$ cat config.mk
export PLATFORM = sky130hd
export DESIGN_NAME = packet_time_window_assigner
export DESIGN_NICKNAME = d
export VERILOG_FILES = /design/src/hw/rtl/ptwa_pkg.sv /design/src/hw/rtl/packet_time_window_assigner.sv /design/src/hw/rtl/ptwa_cfg.sv /design/src/hw/rtl/ptwa_ctrl.sv /design/src/hw/rtl/ptwa_dp.sv
export SDC_FILE = /design/constraint.sdc
export NUM_CORES = 2
export LEC_CHECK = 0
export BUFFER_PORTS_ARGS = -buffer_cell sky130_fd_sc_hd__buf_2
export CORE_MARGIN = 3
export CORE_UTILIZATION = 60
export DETAILED_ROUTE_END_ITERATION = 8
export PLACE_DENSITY = 0.8
export SLEW_MARGIN = 10
export SYNTH_ARGS = -nofsm -noshare
export SYNTH_HDL_FRONTEND = slang
export SYNTH_SLANG_ARGS = --single-unit
$ cat constraint.sdc
create_clock -name clk -period 10 [get_ports clk]
set_input_delay 2 -clock clk [delete_from_list [all_inputs] [get_ports clk]]
set_output_delay 2 -clock clk [all_outputs]
set_load 0.02 [all_outputs]
$ cat src/hw/rtl/ptwa_pkg.sv
// Package for the packet time window assigner: widths, result codes and the
// command and status structs between the controller and the datapath.
// Depends on nothing; every other file of the block uses it.
package ptwa_pkg;

  // Field widths.
  localparam int TS_W    = 64;  // packet start timestamp
  localparam int NS_W    = 10;  // samples per packet
  localparam int CHUNK_W = 54;  // chunk numbers
  localparam int CPS_W   = 16;  // counts-per-sample register
  localparam int DATA_W  = 32;  // configuration data bus
  localparam int ADDR_W  = 3;   // configuration byte address

  // Serial divider: the divisor is counts-per-sample times the chunk length,
  // dividends: the timestamp, and it plus the bias that rounds the end up.
  localparam int DIV_W  = 32;
  localparam int DVD_W  = TS_W + 2;
  localparam int CNT_W  = $clog2(DVD_W);
  localparam int SPAN_W = 17;            // samples plus chunk length minus one
  localparam int BIAS_W = SPAN_W + CPS_W;

  // Defaults.
  localparam int                CHUNK_SAMPLES_DEF = 1024;
  localparam logic [CPS_W-1:0]  CPS_RESET         = 16'd384;

  // Register indexes.
  localparam logic REG_CPS = 1'b0;

  // Result status codes.
  typedef enum logic [2:0] {
    ST_PLACED     = 3'd0,
    ST_DROPPED    = 3'd1,
    ST_STRADDLE   = 3'd2,
    ST_AFTER_END  = 3'd3,
    ST_FLUSH      = 3'd4,
    ST_DOUBLE_END = 3'd5
  } status_t;

  // Kind of result the datapath loads into the output register.
  typedef enum logic [2:0] {
    K_PACKET     = 3'd0,
    K_AFTER_END  = 3'd1,
    K_DOUBLE_END = 3'd2,
    K_FLUSH_NONE = 3'd3,
    K_FLUSH_OLD  = 3'd4,
    K_FLUSH_NEW  = 3'd5
  } res_kind_t;

  // Commands from the controller to the datapath.
  typedef struct packed {
    logic      capture;   // latch the input transaction, start the division
    logic      step;      // one division step
    logic      advance;   // set up the window and advance it if needed
    logic      started;   // window already set up
    logic      out_load;  // load the output register
    res_kind_t kind;      // what to load
  } ptwa_cmd_t;

  // Status from the datapath to the controller.
  typedef struct packed {
    logic div_done;       // the current step is the last of the division
  } ptwa_stat_t;

endpackage

$ cat src/hw/rtl/packet_time_window_assigner.sv
// Top level of the packet time window assigner: configuration port,
// controller and datapath. Uses ptwa_pkg, ptwa_cfg, ptwa_ctrl and ptwa_dp.
//
//   Channel   Direction  Handshake          Payload
//   in_       input      in_valid/in_ready  cmd, packet_count, sample_count
//   out_      output     out_valid/ready    status, target_chunk, emitted,
//                                           emitted_chunk, last
//   APB       config     psel/penable       counts_per_sample at address 0
//
// A packet header passes from acceptance through the two-lane restoring
// divider (timestamp over counts-per-sample times the chunk length, for the
// start and the rounded-up end chunk), the window update and the loading
// of the result. An end of stream or a packet after the end skips the
// divider; a started window's flush emits the older, then the newer chunk.
// Reset is synchronous and active low; it returns the register to 384 and
// clears the window. The input stalls while an item is in work; a waiting
// result stalls only the loading of the next result, not the division.
module packet_time_window_assigner #(
  parameter int CHUNK_SAMPLES = ptwa_pkg::CHUNK_SAMPLES_DEF
) (
  input  logic                           clk,
  input  logic                           rst_n,
  // Input transactions.
  input  logic                           in_valid,
  output logic                           in_ready,
  input  logic                           in_cmd,
  input  logic [ptwa_pkg::TS_W-1:0]      in_packet_count,
  input  logic [ptwa_pkg::NS_W-1:0]      in_sample_count,
  // Result transactions.
  output logic                           out_valid,
  input  logic                           out_ready,
  output logic [2:0]                     out_status,
  output logic [ptwa_pkg::CHUNK_W-1:0]   out_target_chunk,
  output logic                           out_emitted,
  output logic [ptwa_pkg::CHUNK_W-1:0]   out_emitted_chunk,
  output logic                           out_last,
  // Configuration port.
  input  logic                           psel,
  input  logic                           penable,
  input  logic                           pwrite,
  input  logic [ptwa_pkg::ADDR_W-1:0]    paddr,
  input  logic [ptwa_pkg::DATA_W-1:0]    pwdata,
  output logic [ptwa_pkg::DATA_W-1:0]    prdata,
  output logic                           pready
);

  logic [ptwa_pkg::CPS_W-1:0] cps;
  ptwa_pkg::ptwa_cmd_t        cmd;
  ptwa_pkg::ptwa_stat_t       stat;

  // Configuration registers.
  ptwa_cfg u_cfg (
    .clk     (clk),
    .rst_n   (rst_n),
    .psel    (psel),
    .penable (penable),
    .pwrite  (pwrite),
    .paddr   (paddr),
    .pwdata  (pwdata),
    .prdata  (prdata),
    .pready  (pready),
    .cps     (cps)
  );

  // Sequencer.
  ptwa_ctrl u_ctrl (
    .clk       (clk),
    .rst_n     (rst_n),
    .in_valid  (in_valid),
    .in_ready  (in_ready),
    .in_cmd    (in_cmd),
    .out_valid (out_valid),
    .out_ready (out_ready),
    .cmd       (cmd),
    .stat      (stat)
  );

  // Divider, window and output register.
  ptwa_dp #(
    .CHUNK_SAMPLES (CHUNK_SAMPLES)
  ) u_dp (
    .clk               (clk),
    .rst_n             (rst_n),
    .cmd               (cmd),
    .stat              (stat),
    .cps               (cps),
    .in_packet_count   (in_packet_count),
    .in_sample_count   (in_sample_count),
    .out_status        (out_status),
    .out_target_chunk  (out_target_chunk),
    .out_emitted       (out_emitted),
    .out_emitted_chunk (out_emitted_chunk),
    .out_last          (out_last)
  );

endmodule

$ cat src/hw/rtl/ptwa_cfg.sv
// Configuration register file of the packet time window assigner.
// APB-style slave holding the counts-per-sample register; uses ptwa_pkg.
module ptwa_cfg (
  input  logic                          clk,
  input  logic                          rst_n,
  input  logic                          psel,
  input  logic                          penable,
  input  logic                          pwrite,
  input  logic [ptwa_pkg::ADDR_W-1:0]   paddr,
  input  logic [ptwa_pkg::DATA_W-1:0]   pwdata,
  output logic [ptwa_pkg::DATA_W-1:0]   prdata,
  output logic                          pready,
  output logic [ptwa_pkg::CPS_W-1:0]    cps
);

  logic [ptwa_pkg::CPS_W-1:0] cps_r;
  logic [ptwa_pkg::CPS_W-1:0] cps_nxt;
  logic                       sel_cps;

  // Register decode: index is the byte address divided by four.
  assign sel_cps = (paddr[2] == ptwa_pkg::REG_CPS);

  // Write at the access cycle of a write transaction.
  always_comb begin
    cps_nxt = cps_r;
    if (psel && penable && pwrite && sel_cps) begin
      cps_nxt = pwdata[ptwa_pkg::CPS_W-1:0];
    end
  end

  always_ff @(posedge clk) begin
    if (!rst_n) begin
      cps_r <= ptwa_pkg::CPS_RESET;
    end else begin
      cps_r <= cps_nxt;
    end
  end

  // Read back; unmapped addresses read as zero.
  assign prdata = sel_cps ? {{(ptwa_pkg::DATA_W - ptwa_pkg::CPS_W){1'b0}}, cps_r}
                          : '0;
  assign pready = 1'b1;
  assign cps    = cps_r;

endmodule

$ cat src/hw/rtl/ptwa_ctrl.sv
// Controller of the packet time window assigner: sequences the divider
// pass, the window update and the result transactions. Uses ptwa_pkg.
module ptwa_ctrl (
  input  logic                   clk,
  input  logic                   rst_n,
  input  logic                   in_valid,
  output logic                   in_ready,
  input  logic                   in_cmd,
  output logic                   out_valid,
  input  logic                   out_ready,
  output ptwa_pkg::ptwa_cmd_t    cmd,
  input  ptwa_pkg::ptwa_stat_t   stat
);

  typedef enum logic [5:0] {
    S_IDLE   = 6'b00_0001,
    S_DIV    = 6'b00_0010,
    S_ADV    = 6'b00_0100,
    S_CLS    = 6'b00_1000,
    S_CMD    = 6'b01_0000,
    S_FLUSH2 = 6'b10_0000
  } state_t;

  state_t state_r, state_nxt;
  logic   started_r, started_nxt;
  logic   finished_r, finished_nxt;
  logic   out_valid_r, out_valid_nxt;
  logic   cmd_r, cmd_nxt;
  logic   accept;
  logic   out_free;

  assign in_ready  = (state_r == S_IDLE);
  assign accept    = in_valid && in_ready;
  // The output register can take a new result when empty or being drained.
  assign out_free  = !out_valid_r || out_ready;
  assign out_valid = out_valid_r;

  // Next-state and command logic.
  always_comb begin
    state_nxt    = state_r;
    started_nxt  = started_r;
    finished_nxt = finished_r;
    cmd_nxt      = cmd_r;
    cmd          = '0;
    cmd.kind     = ptwa_pkg::K_PACKET;
    cmd.started  = started_r;
    unique case (state_r)
      S_IDLE: begin
        if (accept) begin
          cmd_nxt = in_cmd;
          if (in_cmd || finished_r) begin
            state_nxt = S_CMD;
          end else begin
            cmd.capture = 1'b1;
            state_nxt   = S_DIV;
          end
        end
      end
      S_DIV: begin
        cmd.step = 1'b1;
        if (stat.div_done) begin
          state_nxt = S_ADV;
        end
      end
      S_ADV: begin
        cmd.advance = 1'b1;
        started_nxt = 1'b1;
        state_nxt   = S_CLS;
      end
      S_CLS: begin
        if (out_free) begin
          cmd.out_load = 1'b1;
          cmd.kind     = ptwa_pkg::K_PACKET;
          state_nxt    = S_IDLE;
        end
      end
      S_CMD: begin
        // End of stream, or a packet after the end.
        if (out_free) begin
          cmd.out_load = 1'b1;
          state_nxt    = S_IDLE;
          if (!cmd_r) begin
            cmd.kind = ptwa_pkg::K_AFTER_END;
          end else if (finished_r) begin
            cmd.kind = ptwa_pkg::K_DOUBLE_END;
          end else begin
            finished_nxt = 1'b1;
            started_nxt  = 1'b1;
            if (started_r) begin
              cmd.kind  = ptwa_pkg::K_FLUSH_OLD;
              state_nxt = S_FLUSH2;
            end else begin
              cmd.kind = ptwa_pkg::K_FLUSH_NONE;
            end
          end
        end
      end
      S_FLUSH2: begin
        if (out_free) begin
          cmd.out_load = 1'b1;
          cmd.kind     = ptwa_pkg::K_FLUSH_NEW;
          state_nxt    = S_IDLE;
        end
      end
      default: begin
        state_nxt = S_IDLE;
      end
    endcase
  end

  // Output valid: set on a load, cleared when the transaction completes.
  always_comb begin
    out_valid_nxt = out_valid_r;
    if (cmd.out_load) begin
      out_valid_nxt = 1'b1;
    end else if (out_ready) begin
      out_valid_nxt = 1'b0;
    end
  end

  always_ff @(posedge clk) begin
    if (!rst_n) begin
      state_r     <= S_IDLE;
      started_r   <= 1'b0;
      finished_r  <= 1'b0;
      out_valid_r <= 1'b0;
      cmd_r       <= 1'b0;
    end else begin
      state_r     <= state_nxt;
      started_r   <= started_nxt;
      finished_r  <= finished_nxt;
      out_valid_r <= out_valid_nxt;
      cmd_r       <= cmd_nxt;
    end
  end

endmodule

$ cat src/hw/rtl/ptwa_dp.sv
// Datapath of the packet time window assigner: two-lane restoring divider,
// chunk window registers, classification and the output register.
// Uses ptwa_pkg; driven by ptwa_ctrl.
module ptwa_dp #(
  parameter int CHUNK_SAMPLES = ptwa_pkg::CHUNK_SAMPLES_DEF
) (
  input  logic                           clk,
  input  logic                           rst_n,
  input  ptwa_pkg::ptwa_cmd_t            cmd,
  output ptwa_pkg::ptwa_stat_t           stat,
  input  logic [ptwa_pkg::CPS_W-1:0]     cps,
  input  logic [ptwa_pkg::TS_W-1:0]      in_packet_count,
  input  logic [ptwa_pkg::NS_W-1:0]      in_sample_count,
  output logic [2:0]                     out_status,
  output logic [ptwa_pkg::CHUNK_W-1:0]   out_target_chunk,
  output logic                           out_emitted,
  output logic [ptwa_pkg::CHUNK_W-1:0]   out_emitted_chunk,
  output logic                           out_last
);

  localparam int DIV_W   = ptwa_pkg::DIV_W;
  localparam int DVD_W   = ptwa_pkg::DVD_W;
  localparam int CNT_W   = ptwa_pkg::CNT_W;
  localparam int TS_W    = ptwa_pkg::TS_W;
  localparam int CHUNK_W = ptwa_pkg::CHUNK_W;
  localparam int CPS_W   = ptwa_pkg::CPS_W;
  localparam int SPAN_W  = ptwa_pkg::SPAN_W;
  localparam int BIAS_W  = ptwa_pkg::BIAS_W;

  typedef struct packed {
    logic [DIV_W-1:0] rem;
    logic [DVD_W-1:0] dvd;
  } lane_t;

  // One restoring step: the quotient bit shifts into the dividend register.
  function automatic lane_t lane_step(lane_t cur, logic [DIV_W-1:0] d);
    logic [DIV_W:0] sh;
    logic           ge;
    lane_t          res;
    sh      = {cur.rem, cur.dvd[DVD_W-1]};
    ge      = (sh >= {1'b0, d});
    res.rem = ge ? DIV_W'(sh - {1'b0, d}) : sh[DIV_W-1:0];
    res.dvd = {cur.dvd[DVD_W-2:0], ge};
    return res;
  endfunction

  lane_t                    lane_a_r, lane_a_nxt;
  lane_t                    lane_b_r, lane_b_nxt;
  logic [DIV_W-1:0]         dsr_r, dsr_nxt;
  logic [CNT_W-1:0]         cnt_r, cnt_nxt;
  logic [CHUNK_W-1:0]       older_r, older_nxt;
  logic                     emit_r, emit_nxt;
  logic [CHUNK_W-1:0]       emit_chunk_r, emit_chunk_nxt;

  logic [2:0]               status_r, status_nxt;
  logic [CHUNK_W-1:0]       target_r, target_nxt;
  logic                     oemit_r, oemit_nxt;
  logic [CHUNK_W-1:0]       ochunk_r, ochunk_nxt;
  logic                     last_r, last_nxt;

  logic [CPS_W-1:0]         cps_eff;
  logic [SPAN_W-1:0]        span_m;
  logic [BIAS_W-1:0]        bias;
  logic [TS_W-1:0]          q0;
  logic [TS_W-1:0]          c1;
  logic [CHUNK_W-1:0]       older_eff;
  logic                     adv;
  logic [TS_W-1:0]          a_w, a1_w, a2_w;
  ptwa_pkg::status_t        pkt_status;
  logic [CHUNK_W-1:0]       pkt_target;

  // Dividing the timestamp by counts-per-sample times the chunk length gives
  // the start chunk directly. Adding (samples + chunk - 1) * counts-per-sample
  // to the timestamp gives the rounded-up end chunk from the same divisor.
  assign cps_eff = (cps == '0) ? CPS_W'(1) : cps;
  assign span_m  = SPAN_W'(in_sample_count) + SPAN_W'(CHUNK_SAMPLES - 1);
  assign bias    = BIAS_W'(span_m) * BIAS_W'(cps_eff);

  // Lane A ends with the start chunk, lane B with the end chunk.
  assign q0  = lane_a_r.dvd[TS_W-1:0];
  assign c1  = (|lane_b_r.dvd[DVD_W-1:TS_W]) ? '1 : lane_b_r.dvd[TS_W-1:0];

  assign stat.div_done = (cnt_r == CNT_W'(DVD_W - 1));

  // Divider lanes and step counter.
  always_comb begin
    lane_a_nxt = lane_a_r;
    lane_b_nxt = lane_b_r;
    dsr_nxt    = dsr_r;
    cnt_nxt    = cnt_r;
    if (cmd.capture) begin
      lane_a_nxt.rem = '0;
      lane_a_nxt.dvd = {2'b00, in_packet_count};
      lane_b_nxt.rem = '0;
      lane_b_nxt.dvd = {2'b00, in_packet_count} + DVD_W'(bias);
      dsr_nxt        = DIV_W'(cps_eff) * DIV_W'(CHUNK_SAMPLES);
      cnt_nxt        = '0;
    end else if (cmd.step) begin
      lane_a_nxt = lane_step(lane_a_r, dsr_r);
      lane_b_nxt = lane_step(lane_b_r, dsr_r);
      cnt_nxt    = cnt_r + CNT_W'(1);
    end
  end

  // Window setup and advance by at most one chunk.
  always_comb begin
    older_eff      = cmd.started ? older_r : q0[CHUNK_W-1:0];
    adv            = (c1 > (TS_W'(older_eff) + TS_W'(2)));
    older_nxt      = older_r;
    emit_nxt       = emit_r;
    emit_chunk_nxt = emit_chunk_r;
    if (cmd.advance) begin
      older_nxt      = adv ? older_eff + CHUNK_W'(1) : older_eff;
      emit_nxt       = adv;
      emit_chunk_nxt = older_eff;
    end
  end

  // Placement of the packet against the older and the newer chunk.
  always_comb begin
    a_w  = TS_W'(older_r);
    a1_w = a_w + TS_W'(1);
    a2_w = a_w + TS_W'(2);
    pkt_target = '0;
    if (q0 >= a_w && c1 <= a1_w) begin
      pkt_status = ptwa_pkg::ST_PLACED;
      pkt_target = older_r;
    end else if (q0 >= a1_w && c1 <= a2_w) begin
      pkt_status = ptwa_pkg::ST_PLACED;
      pkt_target = a1_w[CHUNK_W-1:0];
    end else if (q0 < a2_w && c1 > a_w) begin
      pkt_status = ptwa_pkg::ST_STRADDLE;
    end else begin
      pkt_status = ptwa_pkg::ST_DROPPED;
    end
  end

  // Output register load.
  always_comb begin
    status_nxt = status_r;
    target_nxt = target_r;
    oemit_nxt  = oemit_r;
    ochunk_nxt = ochunk_r;
    last_nxt   = last_r;
    if (cmd.out_load) begin
      target_nxt = '0;
      oemit_nxt  = 1'b0;
      ochunk_nxt = '0;
      last_nxt   = 1'b1;
      unique case (cmd.kind)
        ptwa_pkg::K_PACKET: begin
          status_nxt = pkt_status;
          target_nxt = pkt_target;
          oemit_nxt  = emit_r;
          ochunk_nxt = emit_r ? emit_chunk_r : '0;
        end
        ptwa_pkg::K_AFTER_END: begin
          status_nxt = ptwa_pkg::ST_AFTER_END;
        end
        ptwa_pkg::K_DOUBLE_END: begin
          status_nxt = ptwa_pkg::ST_DOUBLE_END;
        end
        ptwa_pkg::K_FLUSH_NONE: begin
          status_nxt = ptwa_pkg::ST_FLUSH;
        end
        ptwa_pkg::K_FLUSH_OLD: begin
          status_nxt = ptwa_pkg::ST_FLUSH;
          oemit_nxt  = 1'b1;
          ochunk_nxt = older_r;
          last_nxt   = 1'b0;
        end
        ptwa_pkg::K_FLUSH_NEW: begin
          status_nxt = ptwa_pkg::ST_FLUSH;
          oemit_nxt  = 1'b1;
          ochunk_nxt = older_r + CHUNK_W'(1);
        end
        default: begin
          status_nxt = ptwa_pkg::ST_DROPPED;
        end
      endcase
    end
  end

  // Window state is reset; the rest is payload.
  always_ff @(posedge clk) begin
    if (!rst_n) begin
      older_r <= '0;
    end else begin
      older_r <= older_nxt;
    end
  end

  always_ff @(posedge clk) begin
    lane_a_r     <= lane_a_nxt;
    lane_b_r     <= lane_b_nxt;
    dsr_r        <= dsr_nxt;
    cnt_r        <= cnt_nxt;
    emit_r       <= emit_nxt;
    emit_chunk_r <= emit_chunk_nxt;
    status_r     <= status_nxt;
    target_r     <= target_nxt;
    oemit_r      <= oemit_nxt;
    ochunk_r     <= ochunk_nxt;
    last_r       <= last_nxt;
  end

  assign out_status        = status_r;
  assign out_target_chunk  = target_r;
  assign out_emitted       = oemit_r;
  assign out_emitted_chunk = ochunk_r;
  assign out_last          = last_r;

endmodule
==> qor.yml <==
worst_setup_path:
  ff2ff_path_depth: 21
  critPathRequiredTime_ns: 10.38
  worst-r2r-setup-slack_ns: 1.43
  rr_endpoint: "u_dp.out_target_chunk[29]"
  start_kind: "primary input"
  setup.worst_path.class: "primary input to flip-flop"
  critPathCapture: "u_dp.lane_b_r[56]"
  end_kind: "flip-flop"
  arrival_ns: 9.54
  r2r-start: "u_dp.older_r[1]"
  startpoint: "in_sample_count[4]"
  crit_fanout: 11
cts:
  numCtsBuffers: 51
  cts-htree-levels: 2
  clock_sinks: 467
  cts.clk_slew.worst_paths_ns: 0.06
  cts_hold_buffers: 0
  cts_resized: 0
  clk_path_buf_depth: 3
  cts_tree: "done"
  postCtsSetupBuffers: 0
  cts_root_buf: "clkbuf_16"
  clock_latency_ns: 0.65
global_routing:
  grt_pass1_wl_mm: 211
  grt_util_all_layers_pct: 37.5
  grt_pass1_vias: 35086
  grt-ovfl-total: 0
  grt_max_degree: 100
  grt_antenna_before_repair: 13
power_and_ir_drop:
  ir_worst_vdd_v: 0.000372
  powerDensity_nw_per_um2: 190
  leakagePower_uw: 0.0177
timing:
  fin_worst_skew_ns: 0.0733
  rsz0062_at_grt: "false"
  totalNegativeSetupSlack_ns: 0
  post-route-period-util_pct: 91.6
  fmax_mhz: 109
  hold_viol: 0
  worst_slew_pin_slew_ns: 1.17
  drv_slew: 0
  setup_viol: 0
  period_minus_slack_ns: 9.16
  slew_headroom_pct: 21.5
floorplan:
  die_y_um: 270
  rows: 95
  die_w_um: 270
  io_pins: 265
  core_sq_um: 68000
  dieArea_sq_um: 72700
  start_util_pct: 61.3
finish:
  final_cells: 5807
  area_delta_synth_final_pct: 8.40
  n_fill_cell: 5665
  layout-drive-gt1-share_pct: 9.12
  num-nets-final: 5598
logic_synthesis:
  yosys-top-cells-area: "edfxtp_1 23%, ha_1 15%, fa_1 7.4%"
  ys.flop_type: "edfxtp_1"
  synth_top_area_share_pct: 22.6
  synth_cells: 4731
  ys_warn_count: 0
  async_flop_share_pct: 0
  yosysSeqAreaShare_pct: 30.0
  yosysTopAreaCell: "edfxtp_1"
  syn_avg_cell_area_sq_um: 8.81
  ys_seq_elements: 467
  synth-edff-count: 314
  synthesis.area_sq_um: 41700
  ys_types: 98
  ys_top_cells_by_count: "677 x nand2_1, 488 x ha_1, 361 x inv_1"
  synth_most_common_cell: "nand2_1"
routing:
  routed_via_density: 6.46
  final_antenna_net_count: 0
  dr_total_vias: 37507
  routed_wl_mm: 141
  post_drt_wl_per_cell_um: 24.2
  first_iter_violations: 4771
  firstDrtPassIters: 7
  drc: 0
run:
  drv_cap: 0
hold_path:
  hold_class: "flip-flop to flip-flop"
place:
  globalplace.congestion: 1.05
  portBuffers: 229
  dp_cells: 5707
  hpwlAfterDp_mm: 109
outcome:
  outcome: "finished, final reports clean"
## layout by cell type (no fill, tap or decap), drive strengths merged, types with 154 or more instances in the layout
cell,synthesis,final
ha,488,488
nor2,187,187
edfxtp,314,314
fa,154,154
xnor2,222,222
buf,65,291
inv,364,370
o21ai,299,299
nand3,183,183
a21oi,226,226
nand2,678,678
## state kept, by name (all words and copies together) (netlist names), 3 cells and up
| register | flops |
|---|---|
| u_dp.older_r | 54 |
| u_dp.lane_a_r | 98 |
| u_dp.dsr_r | 16 |
| u_dp.out_target_chunk | 54 |
| u_ctrl.state_r | 6 |
| u_dp.out_status | 3 |
| u_dp.out_emitted_chunk | 54 |
| u_dp.emit_chunk_r | 54 |
| u_cfg.cps | 16 |
| u_dp.cnt_r | 7 |
| u_dp.lane_b_r | 98 |
## final cells by class
type / instances / area (sq um) / area share (%)
clock buffers: 68 / 1430 / 3.16
multi-input cells: 3657 / 26800 / 59.3
well taps: 921 / 1150 / 2.55
clock inverters: 27 / 274 / 0.607
diodes: 5 / 12.5 / 0.0277
flip-flops and latches: 467 / 12500 / 27.7
repair buffers: 291 / 1610 / 3.57
inverters: 371 / 1400 / 3.09
## where the power goes
part	leakage, uW	internal, uW	switching (uW)
Clock	0.000834	1090	837
Combinational	0.0127	1440	2390
Sequential	0.00416	2510	335
Total	0.0177	5050	3560
## logic make-up (layout without fill, tap and decap cells)
logic type / after synthesis / after routing / synth area share (%)
multiplexers: 77 / 77 / 1.91
buffers and inverters: 622 / 757 / 5.94
AND/OR/NAND/NOR: 1735 / 1735 / 20.7
AO/OA/AOI/OAI: 913 / 913 / 13.7
other: 2 / 22 / 0.0180
flip-flops: 467 / 467 / 30.0
adder cells (fa/ha/maj): 642 / 642 / 22.0
XOR/XNOR: 273 / 273 / 5.74
## per-stage QoR
stage	utilization, %	hold slack, ns	worst slack [ns]	cell area (sq um)	total power (uW)
floorplan	-	0.415	0.686	41700	5550
global placement	63.9	0.435	0.402	43500	6480
detailed placement	63.9	0.437	0.260	43500	6590
CTS	66.4	0.451	0.904	45200	8520
global route	66.4	0.463	0.616	45200	9160
finish	66.4	0.447	0.837	45200	8610
## critical path, stage by stage
cell	delay, ns
buf_2	0.11
or3_1	0.37
or3b_2	0.51
or3_1	0.58
buf_4	0.25
and2_1	0.18
fa_1	0.53
fa_1	0.53
fa_1	0.55
fa_1	0.56
inv_1	0.05
fa_1	0.53
inv_1	0.04
ha_1	0.34
nand3_1	0.18
nor3_1	0.23
o31ai_1	0.17
nand4_1	0.18
a31oi_1	0.28
or4_1	0.74
buf_4	0.24
nand2b_1	0.16
nand3_1	0.12
o211ai_1	0.10
## routing by layer
| metal | wire, um | vias to the layer above | track usage [%] |
|---|---|---|---|
| li1 | - | 17118 | - |
| met1 | 58000 | 17827 | 53.3 |
| met2 | 58200 | 2173 | 54.8 |
| met3 | 17600 | 379 | 9.28 |
| met4 | 6850 | 10 | 15.3 |
| met5 | 63 | - | 0 |
## how the worst min path moves through the flow
stage | start | to | slack (ns) | depth (start not counted)
6_report | u_dp.lane_b_r[70] | u_dp.lane_b_r[71] | 0.45 | 2
5_1_grt | u_dp.lane_a_r[64] | u_dp.lane_a_r[65] | 0.46 | 2
4_1_cts | u_dp.lane_a_r[64] | u_dp.lane_a_r[65] | 0.45 | 2
3_5_place_dp | u_dp.lane_a_r[64] | u_dp.lane_a_r[65] | 0.44 | 2
3_3_place_gp | u_dp.lane_b_r[97] | u_dp.lane_b_r[97] | 0.43 | 2
2_1_floorplan | u_dp.lane_a_r[64] | u_dp.lane_a_r[65] | 0.42 | 2
Note: power is estimated with default switching activity, not from simulation.
